### src/hw/rtl/bhdr_pkg.sv
// ----------------------------------------------------------------------------
// bhdr_pkg
// Shared types and constants for the block hash delta range finder.
// ----------------------------------------------------------------------------
`default_nettype none

package bhdr_pkg;

    localparam int unsigned REF_DEPTH_DEF = 4096;

    typedef enum logic [0:0] {
        OP_LOAD = 1'b0,
        OP_CMP  = 1'b1
    } bhdr_kind_t;

    // one decoded item as it sits in the queue between front and back
    typedef struct packed {
        bhdr_kind_t  kind;
        logic [63:0] block_offset;
        logic [63:0] block_end;
        logic [31:0] block_length;
        logic [63:0] block_hash;
        logic        last_block;
    } bhdr_op_t;

    // control between front and queue
    typedef struct packed {
        logic push;
        logic full;
    } bhdr_qctl_t;

endpackage

`default_nettype wire

### src/hw/rtl/bhdr_if.sv
// ----------------------------------------------------------------------------
// bhdr_if
// Valid/ready channels: new-file block descriptors in, changed ranges out.
// ----------------------------------------------------------------------------
`default_nettype none

interface bhdr_in_if;
    logic        valid;
    logic        ready;
    logic        cmd;
    logic [63:0] block_offset;
    logic [31:0] block_length;
    logic [63:0] block_hash;
    logic        last_block;

    modport source (output valid, cmd, block_offset, block_length, block_hash,
                    last_block, input ready);
    modport sink   (input valid, cmd, block_offset, block_length, block_hash,
                    last_block, output ready);
endinterface


`default_nettype wire

### src/hw/rtl/bhdr_front.sv
// ----------------------------------------------------------------------------
// bhdr_front
// Accepts block descriptors, sorts loads from compares, precomputes the end.
// ----------------------------------------------------------------------------
`default_nettype none

module bhdr_front (
    bhdr_in_if.sink                blk_in,
    input  bhdr_pkg::bhdr_qctl_t   qctl_in,
    output bhdr_pkg::bhdr_qctl_t   qctl_out,
    output bhdr_pkg::bhdr_op_t     entry
);
    import bhdr_pkg::*;

    assign blk_in.ready = !qctl_in.full;

    always_comb
    begin
        qctl_out.full = qctl_in.full;
        qctl_out.push = blk_in.valid && !qctl_in.full;
    end

    always_comb
    begin
        entry.kind         = blk_in.cmd ? OP_CMP : OP_LOAD;
        entry.block_offset = blk_in.block_offset;
        // wraps mod 2^64
        entry.block_end    = blk_in.block_offset + {32'd0, blk_in.block_length};
        entry.block_length = blk_in.block_length;
        entry.block_hash   = blk_in.block_hash;
        entry.last_block   = blk_in.last_block;
    end

endmodule

`default_nettype wire

### src/flat_wrapper.sv
// flat-port wrapper written by rule: the top's interface ports become plain ports
module bhdr_front_flat import bhdr_pkg::*;
  (qctl_in, qctl_out, entry, blk_in_valid, blk_in_cmd, blk_in_block_offset, blk_in_block_length, blk_in_block_hash, blk_in_last_block, blk_in_ready);
  bhdr_in_if blk_in_i ();
  input  bhdr_pkg::bhdr_qctl_t qctl_in;
  output bhdr_pkg::bhdr_qctl_t qctl_out;
  output bhdr_pkg::bhdr_op_t entry;
  input wire logic [$bits(blk_in_i.valid)-1:0] blk_in_valid;
  input wire logic [$bits(blk_in_i.cmd)-1:0] blk_in_cmd;
  input wire logic [$bits(blk_in_i.block_offset)-1:0] blk_in_block_offset;
  input wire logic [$bits(blk_in_i.block_length)-1:0] blk_in_block_length;
  input wire logic [$bits(blk_in_i.block_hash)-1:0] blk_in_block_hash;
  input wire logic [$bits(blk_in_i.last_block)-1:0] blk_in_last_block;
  output wire logic [$bits(blk_in_i.ready)-1:0] blk_in_ready;
  assign blk_in_i.valid = blk_in_valid;
  assign blk_in_i.cmd = blk_in_cmd;
  assign blk_in_i.block_offset = blk_in_block_offset;
  assign blk_in_i.block_length = blk_in_block_length;
  assign blk_in_i.block_hash = blk_in_block_hash;
  assign blk_in_i.last_block = blk_in_last_block;
  assign blk_in_ready = blk_in_i.ready;
  bhdr_front u_core (.blk_in(blk_in_i), .qctl_in(qctl_in), .qctl_out(qctl_out), .entry(entry));
endmodule
### config.mk
export PLATFORM = sky130hd
export DESIGN_NAME = bhdr_front_flat
export DESIGN_NICKNAME = d
export VERILOG_FILES = /design/src/hw/rtl/bhdr_pkg.sv /design/src/hw/rtl/bhdr_if.sv /design/src/hw/rtl/bhdr_front.sv /design/src/flat_wrapper.sv
export SDC_FILE = /design/constraint.sdc
export NUM_CORES = 1
export LEC_CHECK = 0
export BUFFER_PORTS_ARGS = -buffer_cell sky130_fd_sc_hd__buf_2
export CORE_AREA = 4 4 150 152
export DETAILED_ROUTE_END_ITERATION = 7
export DIE_AREA = 0 0 154 156
export SETUP_SLACK_MARGIN = 0.3
export SLEW_MARGIN = 20
export SYNTH_ARGS = -nofsm -noshare
export SYNTH_HDL_FRONTEND = slang
export SYNTH_SLANG_ARGS = --single-unit
export TNS_END_PERCENT = 30
### constraint.sdc
create_clock -name vclk -period 3.3
set_input_delay 0.33 -clock vclk [all_inputs]
set_output_delay 0.33 -clock vclk [all_outputs]
set_load 0.02 [all_outputs]
==> metrics.csv <==
stage,metric,value,unit
cells_and_area,Area Overhead vs Synth,30.4,%
global_routing,vias in the first global route,3959,
detailed_routing,detailed-route wire length per cell,16.5,µm
sta,Slew @ Worst Pin,0.697,ns
floorplan,core footprint,21000,µm²
synthesis,synth top area cells,"buf_4 (33%), ha_1 (11%), xnor2_1 (9.8%), xor2_1 (4.8%), a21o_1 (4.3%)",
sta,Slew HR,53.4,%
clocking,CTS Hold Buffers Added,0,
setup_path,CP Cell Sequence,"buf_8, ha_4, fa_2, a21o_1, a221oi_4, buf_4, o211a_4, nor3_4, a21oi_4, o21ba_4, nor3_1, xor2_1, buf_4",
setup_path,CP max stage cell,a221oi_4,
setup_path,CP arrival,2.83,ns
sta,FMAX,316,MHz
cells_and_area,"Net count, final",849,
placement,# port buffers,261,
setup_path,maximum fanout along the worst path,8,
synthesis,syn_nets,716,
cells_and_area,register area,0,µm²
synthesis,dominant cell type by area after synthesis,buf_4,
synthesis,most common cell in the netlist,buf_4,
cells_and_area,fin util,22.8,%
sta,RSZ-0062 raised after global routing,true,
synthesis,share of the synthesized area in the top cell type,33.3,%
global_routing,GRT Util Overall,11.1,%
detailed_routing,drt drc,0,
floorplan,Die X,154,µm
floorplan,die height,156,µm
synthesis,synth warn,0,
synthesis,"Avg Cell Area, Syn",7.10,µm²
global_routing,largest net degree at the start of global routing,17,
worst_hold_path,HP Class,in2out,
detailed_routing,Final ANT Viol Nets,0,
synthesis,Gate Count Post-Synth,518,
setup_path,crit path kind,in2out,
pwr,Max rail drop VDD,0.0000781,V
global_routing,first-pass GRT wire length,21900,µm
floorplan,total die area,24000,µm²
sta,crit path time final,3.16,ns
setup_path,CP Capture Type,output port,
sta,setup_tns,0,ns
global_routing,initial antenna violation count,4,
synthesis,sequential area share after synthesis,0,%
synthesis,Yosys cell types,50,
detailed_routing,vias per cell,4.32,
synthesis,commonest cells in the netlist,"buf_4 (163), xnor2_1 (41), ha_1 (32)",
detailed_routing,initial DRC count,206,
detailed_routing,total routed wirelength,15300,µm
pwr,leakage,0.00237,µW
placement,Placed Area,4290,µm²
floorplan,io pins,394,
detailed_routing,DRT Pass-1 Iters,4,
sta,Max Slew Vio Count,0,
synthesis,Post-Syn Area,3680,µm²
floorplan,num rows,53,
placement,DP HPWL,13100,µm
cells_and_area,layout cells sized above 1,54.5,%
sta,Fin. Hold Viols,0,
run_status,status,"complete, no violations",
setup_path,CP most frequent cell,buf_4,
cells_and_area,clock buffer count,0,
cells_and_area,seq_cells,0,
setup_path,required time of the critical path,2.97,ns
cells_and_area,Ant. Diodes,0,
floorplan,Initial Util,17.5,%
job,Max-cap violations,0,
cells_and_area,final instance area,4790,µm²
global_routing,remaining global-route overflow,0,
sta,final period utilization,95.8,%
pwr,P per Cell Area,228,nW/µm²
setup_path,largest stage delay on the critical path,0.34,ns
sta,"Setup violations, final",0,
setup_path,startpoint class of the critical path,input pin,
placement,routability cong.,0.881,
detailed_routing,DR vias,3993,
worst_hold_path,Hold Path Cell Cnt,0,
## cells by family after synthesis
| kind of cell | after synthesis | synth area share (%) |
|---|---|---|
| AO/OA/AOI/OAI | 99 | 18.3 |
| XOR/XNOR | 61 | 14.5 |
| adder cells (fa/ha/maj) | 33 | 11.4 |
| buffers and inverters | 180 | 35.3 |
| AND/OR/NAND/NOR | 145 | 20.4 |
## power by group
group | internal, µW | leakage, µW | switching [µW]
logic | 441 | 0.00237 | 653
clock network | 0 | 0 | 0
registers | 0 | 0 | 0
total | 441 | 0.00237 | 653
## worst paths after layout
path	start	to	slack, ns
max	blk_in_block_length[0]	entry[155]	0.14
min	blk_in_block_hash[16]	entry[17]	0.66
## final cells by class
type | instances | area, µm²
inverters | 4 | 15.0
fillers | 2360 | 16200
well taps | 275 | 344
multi-input cells | 338 | 2670
repair buffers | 307 | 1770
## layer usage
metal | part of all wire (%) | global-route usage [%]
met5 | 0.31 | 0
met4 | 3.8 | 3.45
met3 | 9.2 | 2.02
met2 | 47 | 18.9
met1 | 40 | 14.2
## worst max-delay path: cells and delay by family
family / cells / cell delay (ns)
AO/OA/AOI/OAI: 5 / 1.21
adder cells (fa/ha/maj): 2 / 0.48
buffers and inverters: 3 / 0.45
XOR/XNOR: 1 / 0.19
AND/OR/NAND/NOR: 2 / 0.15
## repair_timing
item / in CTS / in global routing
pin swaps: 28 / 21
gates cloned: 0 / 1
hold endpoints to repair: 0 / 0
resized for setup: 38 / 41
buffers inserted: 5 / 10
endpoints found under the setup margin: 42 / 42
## placed cells by master (no fill, tap or decap), types with 6 or more instances in the layout
cell type  instances
nand4_1           19
nor3_1             6
xor2_1            20
and2_1             8
buf_2            238
buf_4             61
nor2_1            25
xnor2_1           39
o21ai_0           10
a21oi_1           27
a21o_1            21
nand3_1           18
nand2_1           30
ha_1              22
and3_1            12
ha_4               6
nor2b_1            7
## through the flow
step / power, µW / setup WS, ns / hold WS [ns] / cells
after detailed placement: 997 / -0.289 / 0.660 / 908
final: 1090 / 0.140 / 0.660 / 924
after global placement: 995 / -0.239 / 0.660 / 908
after global routing: 1180 / 0.0601 / 0.660 / 924
after CTS: 1040 / 0.158 / 0.660 / 913
after floorplan: 784 / 0.299 / 0.737 / 518
(Power assumes the default switching activity.)
