$ cat src/hw/rtl/bhdr_pkg.sv
// ----------------------------------------------------------------------------
// bhdr_pkg
// Shared types and constants for the block hash delta range finder.
// ----------------------------------------------------------------------------
`default_nettype none

package bhdr_pkg;

    localparam int unsigned REF_DEPTH_DEF = 4096;

    typedef enum logic [0:0] {
        OP_LOAD = 1'b0,
        OP_CMP  = 1'b1
    } bhdr_kind_t;

    // one decoded item as it sits in the queue between front and back
    typedef struct packed {
        bhdr_kind_t  kind;
        logic [63:0] block_offset;
        logic [63:0] block_end;
        logic [31:0] block_length;
        logic [63:0] block_hash;
        logic        last_block;
    } bhdr_op_t;

    // control between front and queue
    typedef struct packed {
        logic push;
        logic full;
    } bhdr_qctl_t;

endpackage

`default_nettype wire

$ cat src/hw/rtl/bhdr_queue.sv
// ----------------------------------------------------------------------------
// bhdr_queue
// Two-entry queue between front and back.
// ----------------------------------------------------------------------------
`default_nettype none

module bhdr_queue (
    input  wire                    clk,
    input  wire                    rst_n,
    input  bhdr_pkg::bhdr_qctl_t   qctl_in,
    output bhdr_pkg::bhdr_qctl_t   qctl_out,
    input  bhdr_pkg::bhdr_op_t     push_entry,
    output logic                   q_valid,
    input  wire                    q_pop,
    output bhdr_pkg::bhdr_op_t     q_entry
);
    import bhdr_pkg::*;

    bhdr_op_t   slot_reg [2];
    logic       wr_ptr_reg, wr_ptr_next;
    logic       rd_ptr_reg, rd_ptr_next;
    logic [1:0] fill_reg, fill_next;
    logic       do_push, do_pop;

    assign do_push = qctl_in.push;
    assign do_pop  = q_pop && (fill_reg != 2'd0);

    always_comb
    begin
        qctl_out.push = qctl_in.push;
        qctl_out.full = (fill_reg == 2'd2);
    end

    assign q_valid = (fill_reg != 2'd0);
    assign q_entry = slot_reg[rd_ptr_reg];

    always_comb
    begin
        wr_ptr_next = do_push ? !wr_ptr_reg : wr_ptr_reg;
        rd_ptr_next = do_pop ? !rd_ptr_reg : rd_ptr_reg;
        fill_next   = fill_reg;
        if (do_push && !do_pop)
            fill_next = fill_reg + 2'd1;
        else if (!do_push && do_pop)
            fill_next = fill_reg - 2'd1;
    end

    always_ff @(posedge clk or negedge rst_n)
    begin
        if (!rst_n)
        begin
            wr_ptr_reg <= 1'b0;
            rd_ptr_reg <= 1'b0;
            fill_reg   <= 2'd0;
        end
        else
        begin
            wr_ptr_reg <= wr_ptr_next;
            rd_ptr_reg <= rd_ptr_next;
            fill_reg   <= fill_next;
        end
    end

    always_ff @(posedge clk)
    begin
        if (do_push)
            slot_reg[wr_ptr_reg] <= push_entry;
    end

endmodule

`default_nettype wire

$ cat config.mk
export PLATFORM = sky130hd
export DESIGN_NAME = bhdr_queue
export DESIGN_NICKNAME = d
export VERILOG_FILES = /design/src/hw/rtl/bhdr_pkg.sv /design/src/hw/rtl/bhdr_queue.sv
export SDC_FILE = /design/constraint.sdc
export NUM_CORES = 1
export LEC_CHECK = 0
export BUFFER_PORTS_ARGS = -buffer_cell sky130_fd_sc_hd__clkbuf_2
export CAP_MARGIN = 25
export CORE_AREA = 2 2 181 183
export DETAILED_ROUTE_END_ITERATION = 7
export DIE_AREA = 0 0 183 185
export MAX_ROUTING_LAYER = met4
export PLACE_DENSITY = 0.82
export RECOVER_POWER = 100
export SLEW_MARGIN = 25
export SYNTH_ARGS = -nofsm -noshare
export SYNTH_HDL_FRONTEND = slang
export SYNTH_SLANG_ARGS = --single-unit
$ cat constraint.sdc
create_clock -name clk -period 20.6 [get_ports clk]
set_input_delay 2.06 -clock clk [delete_from_list [all_inputs] [get_ports clk]]
set_output_delay 2.06 -clock clk [all_outputs]
set_load 0.1 [all_outputs]
==> results.yml <==
outcome:
  run_status: "finished, violations left"
  failed_checks: "max-capacitance violations, max-slew violations"
clocking:
  cts.sink_count: 456
  root_buffer: "sky130_fd_sc_hd__clkbuf_16"
  cts_resized: 0
  number_of_buffers_between_clock_root_and_the_deepest_sink: 3
  ctsHoldBuffers: 0
  clkLatencyLatePin_ns: 0.56
  tritoncts.num_buffers: 45
  clk_pin_slew_ns: 0.06
  htreeDepth: 2
  tritoncts: "done"
  postCtsSetupRepairBufs: 0
logic_synthesis:
  yosysTopAreaCell: "sky130_fd_sc_hd__edfxtp_1"
  main_combinational_cell_family_by_area_after_synthesis: "multiplexers"
  unique_cell_type_count_in_the_yosys_netlist: 15
  synth.yosys.warnings: 0
  synthesis.area_per_instance_um2: 23.1
  synth_xor_area_share_pct: 0.264
  netlist_instances: 720
  yosys.area.top_type_share_pct: 81.7
  synth-seq-area-share_pct: 82.3
  synth-adder-area-share_pct: 0.0754
  synthesis.area_um2: 16600
  synth_top_cells_by_area: "sky130_fd_sc_hd__edfxtp_1 82%, sky130_fd_sc_hd__mux2_2 13%, sky130_fd_sc_hd__mux2_4 2.7%, sky130_fd_sc_hd__dfrtp_1 0.60%, sky130_fd_sc_hd__buf_4 0.54%"
  portion_of_netlist_area_occupied_by_mux_cells_pct: 16.0
  postSynthNetCount: 952
  synth.ff_latch_count: 456
  compound_cell_area_share_of_the_yosys_netlist_pct: 0
  synth_simple_gate_area_share_pct: 0.196
placed_design:
  routability_cong: 0.774
  numPortBuffers: 458
  dp_hpwl_um: 22500
detailed_routing:
  firstDrtPassIters: 4
  wl_per_cell_um: 21.1
  vias: 8575
  via_per_inst: 5.18
  drt_iter0_drc: 436
  drt.antenna.violating_nets: 0
  route.detailed.drc: 0
  postRouteWirelength_um: 34800
sta:
  final-setup-viol-count: 0
  worst-slew-pin-transition_ns: 4.21
  grt_setup_unrepaired: "no"
  setup_tns_ns: 0
  min_period_over_period_pct: 52.7
  finClkSkew_ns: 0.0159
  max-slew-margin-rel_pct: -180
  fin_crit_ns: 10.86
  fmax_mhz: 92.1
  timing_hold_violations_final: 0
  final_max_slew_viol_count: 651
worst_setup_path:
  cp_data_required_time_ns: 18.54
  timing.setup.critical_path_class: "reg -> out"
  startpoint_type_of_the_worst_setup_path: "register"
  worst-path-max-fanout: 48
  arrival_ns: 8.80
  worstSetupEndpointType: "output port"
job:
  drv.max_cap_violation_count: 12
floorplanning:
  die_h_um: 185
  die_width_um: 183
  design.die.area_um2: 33900
  floorplan.initialDensity_pct: 51.8
  rows: 66
  core_um2: 32000
  io-pin-count: 460
final_layout:
  finalNetCount: 1443
  antenna-diode-count: 0
  fraction_of_final_layout_cells_with_drive_strength_greater_than_1_pct: 29.2
  area.growth.synth_to_final_pct: 21.5
  final_core_utilization_pct: 63.0
  largest_register_ffs: 452
grt:
  grt_start_max_net_pins: 76
  grt_overflow: 0
  grt_first_pass_wirelength_um: 49900
  globalRouteTotalUtil_pct: 20.4
  grt_antenna_before_repair: 0
  grt_pass1_vias: 9159
hold_path:
  hold_path.class: "reg -> reg"
-- layout make-up --
| cell class | count | area, um^2 |
|---|---|---|
| Sequential cell | 456 | 13700 |
| Timing Repair Buffer | 470 | 1880 |
| Fill cell | 2416 | 11900 |
| Clock inverter | 23 | 156 |
| Tap cell | 408 | 510 |
| Clock buffer | 59 | 1260 |
| Multi-Input combinational cell | 238 | 2690 |
-- synthesized netlist by cell type --
library cell,n
sky130_fd_sc_hd__mux2_2,196
sky130_fd_sc_hd__nor2_1,1
sky130_fd_sc_hd__edfxtp_1,452
sky130_fd_sc_hd__dfrtp_1,4
sky130_fd_sc_hd__mux2_4,30
sky130_fd_sc_hd__or2_2,1
sky130_fd_sc_hd__buf_2,10
sky130_fd_sc_hd__nor2b_1,2
sky130_fd_sc_hd__buf_4,12
sky130_fd_sc_hd__ha_1,1
sky130_fd_sc_hd__nand2_1,1
sky130_fd_sc_hd__buf_6,4
sky130_fd_sc_hd__xor2_1,3
sky130_fd_sc_hd__and2_1,1
sky130_fd_sc_hd__xnor2_1,2
-- final timing paths --
path	slack, ns	to	from	cells after the start
min in group asynchronous	1.33	wr_ptr_reg	rst_n	1
worst max register to register	12.58	slot_reg[1][150]	wr_ptr_reg	3
max in group asynchronous	19.06	rd_ptr_reg	rst_n	1
worst min-delay path	0.50	fill_reg[1]	fill_reg[1]	1
worst min register to register	0.50	fill_reg[1]	fill_reg[1]	1
worst max-delay path	9.74	q_entry[154]	rd_ptr_reg	5
-- cell usage in the layout (no fill, tap or decap) --
master                      synthesis  layout
sky130_fd_sc_hd__and2_0             0       1
sky130_fd_sc_hd__buf_1              0       2
sky130_fd_sc_hd__bufinv_16          0       2
sky130_fd_sc_hd__clkbuf_1           0     380
sky130_fd_sc_hd__clkbuf_16          0      47
sky130_fd_sc_hd__clkbuf_2           0      96
sky130_fd_sc_hd__clkbuf_8           0       4
sky130_fd_sc_hd__clkinv_1           0      13
sky130_fd_sc_hd__clkinv_2           0       6
sky130_fd_sc_hd__dfrtp_1            4       4
sky130_fd_sc_hd__edfxtp_1         452     452
sky130_fd_sc_hd__ha_1               1       1
sky130_fd_sc_hd__inv_6              0       2
sky130_fd_sc_hd__mux2_1             0      20
sky130_fd_sc_hd__mux2_2           196     190
sky130_fd_sc_hd__mux2_4            30      16
sky130_fd_sc_hd__nand2_1            1       1
sky130_fd_sc_hd__nor2_1             1       1
sky130_fd_sc_hd__nor2b_1            2       2
sky130_fd_sc_hd__or2_2              1       1
sky130_fd_sc_hd__xnor2_1            2       2
sky130_fd_sc_hd__xor2_1             3       3
-- through the flow --
step | hold WS, ns | setup slack [ns] | std cells | area [um^2]
6_report | 0.503 | 9.74 | 1654 | 20200
5_1_grt | 0.531 | 8.92 | 1654 | 20200
4_1_cts | 0.499 | 14.68 | 1652 | 20700
3_5_place_dp | 0.485 | 15.29 | 1570 | 19300
3_3_place_gp | 0.468 | 15.31 | 1570 | 19300
2_1_floorplan | 0.447 | 7.96 | 720 | 16600
-- logic make-up after synthesis --
family                   Yosys count
AND/OR/NAND/NOR                    6
XOR/XNOR                           5
flip-flops                       456
multiplexers                     226
buffers and inverters             26
adder cells (fa/ha/maj)            1
-- routing by layer --
layer / wire length [um] / GRT usage (%) / vias up
met5: 0 / - / -
met4: 1410 / 10.3 / 0
met3: 3270 / 6.82 / 84
met2: 18200 / 35.5 / 402
met1: 12000 / 20.5 / 4214
li1: - / - / 3875
-- critical path, cell delays in order, from the launching register on --
cell                       delay [ns]
sky130_fd_sc_hd__dfrtp_1         1.47
sky130_fd_sc_hd__clkbuf_1        1.99
sky130_fd_sc_hd__clkbuf_1        1.13
sky130_fd_sc_hd__clkbuf_1        2.17
sky130_fd_sc_hd__mux2_2          0.47
sky130_fd_sc_hd__clkbuf_1        0.91
Power is left out: the tool's default activity adds up to more than one toggle a clock period on the data nets, which glitch-free logic cannot reach.
